**src/design/qau_sqrt.sv**
```systemverilog
// Pipelined sum of squares and integer square root, one root bit per stage.
module qau_sqrt #(
  parameter int W = 16
) (
  input  logic                clk,
  input  logic signed [W-1:0] a [4],
  output logic [W:0]          root
);

  localparam int RW   = W + 1;
  localparam int PW   = 2 * W;
  localparam int SQW  = 2 * RW;
  localparam int RMW  = RW + 2;
  localparam int LIMB = (SQW > 64) ? 64 : SQW;
  localparam logic [SQW-1:0] SUM_LIM = (SQW'(1) << LIMB) - SQW'(1);

  logic [PW-1:0]  sq_r [4];
  logic [PW:0]    pr_r [2];
  logic [SQW-1:0] rad_r [RW];
  logic [RMW-1:0] rem_r [RW];
  logic [RW-1:0]  root_r [RW+1];

  logic [W-1:0]   aa [4];
  logic [SQW-1:0] total;
  logic [RMW:0]   step [RW];

  // one restoring step: {ge, new remainder}
  function automatic logic [RMW:0] sq_step(input logic [RMW-1:0] rem,
                                           input logic [1:0] pair,
                                           input logic [RW-1:0] rt);
    logic [RMW+1:0] t;
    logic [RMW+1:0] trial;
    t     = {rem, pair};
    trial = {2'b00, rt, 2'b01};
    if (t >= trial) begin
      return {1'b1, RMW'(t - trial)};
    end
    return {1'b0, RMW'(t)};
  endfunction

  always_comb begin
    for (int i = 0; i < 4; i++) begin
      aa[i] = a[i][W-1] ? W'(-a[i]) : W'(a[i]);
    end
    total = SQW'(pr_r[0]) + SQW'(pr_r[1]);
    for (int k = 0; k < RW; k++) begin
      step[k] = sq_step(rem_r[k], rad_r[k][SQW-1:SQW-2], root_r[k]);
    end
  end

  always_ff @(posedge clk) begin
    for (int i = 0; i < 4; i++) begin
      sq_r[i] <= PW'(aa[i]) * PW'(aa[i]);
    end
    pr_r[0]   <= (PW+1)'(sq_r[0]) + (PW+1)'(sq_r[1]);
    pr_r[1]   <= (PW+1)'(sq_r[2]) + (PW+1)'(sq_r[3]);
    rad_r[0]  <= (total > SUM_LIM) ? SUM_LIM : total;
    rem_r[0]  <= '0;
    root_r[0] <= '0;
    for (int k = 1; k < RW; k++) begin
      rad_r[k] <= rad_r[k-1] << 2;
      rem_r[k] <= step[k-1][RMW-1:0];
    end
    for (int k = 1; k <= RW; k++) begin
      root_r[k] <= {root_r[k-1][RW-2:0], step[k-1][RMW]};
    end
  end

  assign root = root_r[RW];

endmodule

```
**config.mk**
```make
export PLATFORM = sky130hd
export DESIGN_NAME = qau_sqrt
export DESIGN_NICKNAME = d
export VERILOG_FILES = /design/src/design/qau_sqrt.sv
export SDC_FILE = /design/constraint.sdc
export NUM_CORES = 2
export LEC_CHECK = 0
export BUFFER_PORTS_ARGS = -buffer_cell sky130_fd_sc_hd__buf_2
export CAP_MARGIN = 15
export CORE_ASPECT_RATIO = 0.5
export CORE_MARGIN = 4
export CORE_UTILIZATION = 38
export DETAILED_ROUTE_END_ITERATION = 8
export PLACE_DENSITY = 0.61
export SETUP_SLACK_MARGIN = 0.02
export SYNTH_ARGS = -nofsm -noshare
export SYNTH_HDL_FRONTEND = slang
export SYNTH_SLANG_ARGS = --single-unit
```
**constraint.sdc**
```tcl
create_clock -name clk -period 8.2 [get_ports clk]
set_input_delay 0.41 -clock clk [delete_from_list [all_inputs] [get_ports clk]]
set_output_delay 0.41 -clock clk [all_outputs]
set_load 0.02 [all_outputs]
```
==> results.cfg <==
[run_status]
result_of_the_run = finished, final reports clean

[setup_path]
cp-start-kind = primary input
setup.worst_path.class = in -> reg
critical-path-top-delay-family = adder cells
timing.critical_path.arrival_ns = 8.35
cp_slowest_cell = sky130_fd_sc_hd__fa_1
slowest_delay_ns = 0.54
critical_path.endpoint_type = flop
crit_path_frequent_cell = sky130_fd_sc_hd__inv_1
worstPathBufferInverterCount = 11
cp.required_ns = 8.73
critical_path_peak_fanout = 17

[sta]
slew-limit-headroom_pct = 29.90
final_period_minus_worst_setup_slack_ns = 7.820
timing.final.crit_share_pct = 95.37
worst_slew_pin_slew_ns = 1.044
rsz0062_at_grt = true
final_slew_violations = 0
fin_skew_ns = 0.05190
tns_ns = 0
final_hold_viol_count = 0
final-setup-viol-count = 0
maxClockFrequency_mhz = 127.9

[global_route]
grt_pass1_wl_um = 218800
use_met2_pct = 26.29
globalRouteOverflowTotal = 0
grtUsageMet1_pct = 20.71
track_usage_pct = 15.50
use_met3_pct = 2.247
antenna_violations_before_repair = 4
grt_most_used_layer = met2
grt_pass1_vias = 43540
grt_start_max_net_pins = 30

[routing]
first_pass_iters = 5
drtIter0Drc = 2012
wire_per_inst_um = 14.44
detailroute.via_count = 42840
drt_drc_violations_left = 0
route.antenna.remaining_nets = 0
detail_routed_via_count_per_cell = 4.741
totalWireLength_um = 130500

[cts]
cts-buffers-inserted = 86
post_cts_buffers = 0
clockBufferDepth = 3
clk_transition_reported_paths_ns = 0.06
insertion_delay_ns = 0.67
clock_sink_count = 931
ctsHtreeMaxLevel = 3
cts_tree = built
cts.root.buffer_cell = sky130_fd_sc_hd__clkbuf_16

[cells_and_area]
finish.net_count = 8157
final_cell_mix = sky130_fd_sc_hd__inv_1 (1157), sky130_fd_sc_hd__dfxtp_1 (931), sky130_fd_sc_hd__fa_1 (661)
drive_above_1_share_pct = 6.168
final_design_area_no_fill_um2 = 69590
num-fill-cells = 15960
leading_cell_type_in_the_layout_fill_and_taps_excluded = sky130_fd_sc_hd__inv_1
fin_util_pct = 42.41
syn2layout_area_growth_pct = 10.85

[synth]
synth_seq_cells = 931
postSynth.asyncResetShare_pct = 0
synth-seq-area-share_pct = 29.69
netlist_top_cells_area = sky130_fd_sc_hd__dfxtp_1 (30%), sky130_fd_sc_hd__fa_1 (21%), sky130_fd_sc_hd__ha_1 (13%), sky130_fd_sc_hd__inv_1 (6.9%), sky130_fd_sc_hd__xnor2_1 (3.9%)
synth_cells = 6564
synthesis.area_per_instance_um2 = 9.564
post-synth-top-area-fraction_pct = 29.69
ys_types = 96
ys.warnings.count = 0
yosys_most_used_dff = sky130_fd_sc_hd__dfxtp_1
synth_edf_count = 0
synthesis.area_um2 = 62780
synth_largest_area_cell = sky130_fd_sc_hd__dfxtp_1

[placed_design]
gp_congestion = 0.8808
place_area_um2 = 66380
dp_hpwl_um = 108500
io_buffer_count = 81

[die]
die_area_um2 = 172200
fp.dieH_um = 295.4
core_area_um2 = 164100
starting_density_of_the_core_pct = 38.26
pin_count = 82
fp.dieW_um = 582.8
placementRows = 105

[min_path]
timing.hold.worst.class = in -> reg

[flow_run]
max_cap_viol_count = 0
## area by class of cell
class	instances	area (um2)	area share (%)
diodes	2	5.005	0.007192
clock buffers	107	2332	3.351
clock inverters	51	793.3	1.140
inverters	1208	4534	6.516
multi-input cells	4371	39430	56.66
flip-flops and latches	931	18640	26.78
well taps	2193	2744	3.943
repair buffers	174	1116	1.604
## worst paths after layout
kind,endpoint,cells after the start,from,slack [ns]
worst max register to register,rem_r[0][227],11,root_r[10][0],4.49
worst min-delay path,sq_r[3][2],2,a[1],0.13
worst min register to register,rad_r[0][144],0,rad_r[0][108],0.28
worst max-delay path,sq_r[3][29],31,a[0],0.38
## Yosys cell counts, drive strengths merged (18+ instances only)
master and number:
nand3 64, o21bai 31, a21o 163, o31ai 44, a21oi 301, xor2 176, nand2b 53, xnor2 283
nor4 34, fa 661, and2 20, ha 659, o21ai 224, or2 25, nand2 488, nor2 494
nand4 44, nor2b 44, nor3 109, and3 35, a211oi 36, mux2 18, o21a 70, or4 22
inv 1201, or3 37, a31oi 28, clkbuf 88, dfxtp 931
## logic make-up after synthesis
family	share of synthesized area (%)
and+or+nand+nor	11.15
adders and majority gates	34.21
AOI/OAI and AO/OA	10.21
muxes	0.4504
xor gates and xnor gates	6.440
other	0.01196
buffers and inverters	7.845
DFF	29.69
## sequential cells by signal, indices dropped and copies added, names as in the netlist
name,count
rad_r,306
rem_r,282
root_r,153
sq_r,124
pr_r,66
## routing by layer
metal | wire length, um | vias to the layer above
met1 | 59870 | 20440
met5 | 0 | -
met2 | 61720 | 703
li1 | - | 21500
met3 | 5630 | 200
met4 | 3277 | 0
## stage by stage
step | hold slack (ns) | std cells | setup slack, ns
global placement | 0.3099 | 8872 | 0.02926
global route | 0.1057 | 9035 | -0.02056
finish | 0.1283 | 9037 | 0.3799
floorplan | 0.3096 | 6609 | 0.3824
CTS | 0.08753 | 9035 | 0.2655
detailed placement | 0.3121 | 8872 | -0.01974
## what timing repair did
| action | CTS | global route |
|---|---|---|
| hold endpoints to repair | 5 | 0 |
| setup endpoints to repair | 0 | 6 |
| gates resized for setup | 0 | 6 |
| hold buffers | 5 | 0 |
Power is left out: the tool's default activity adds up to more than one toggle a clock period on the data nets, which glitch-free logic cannot reach.
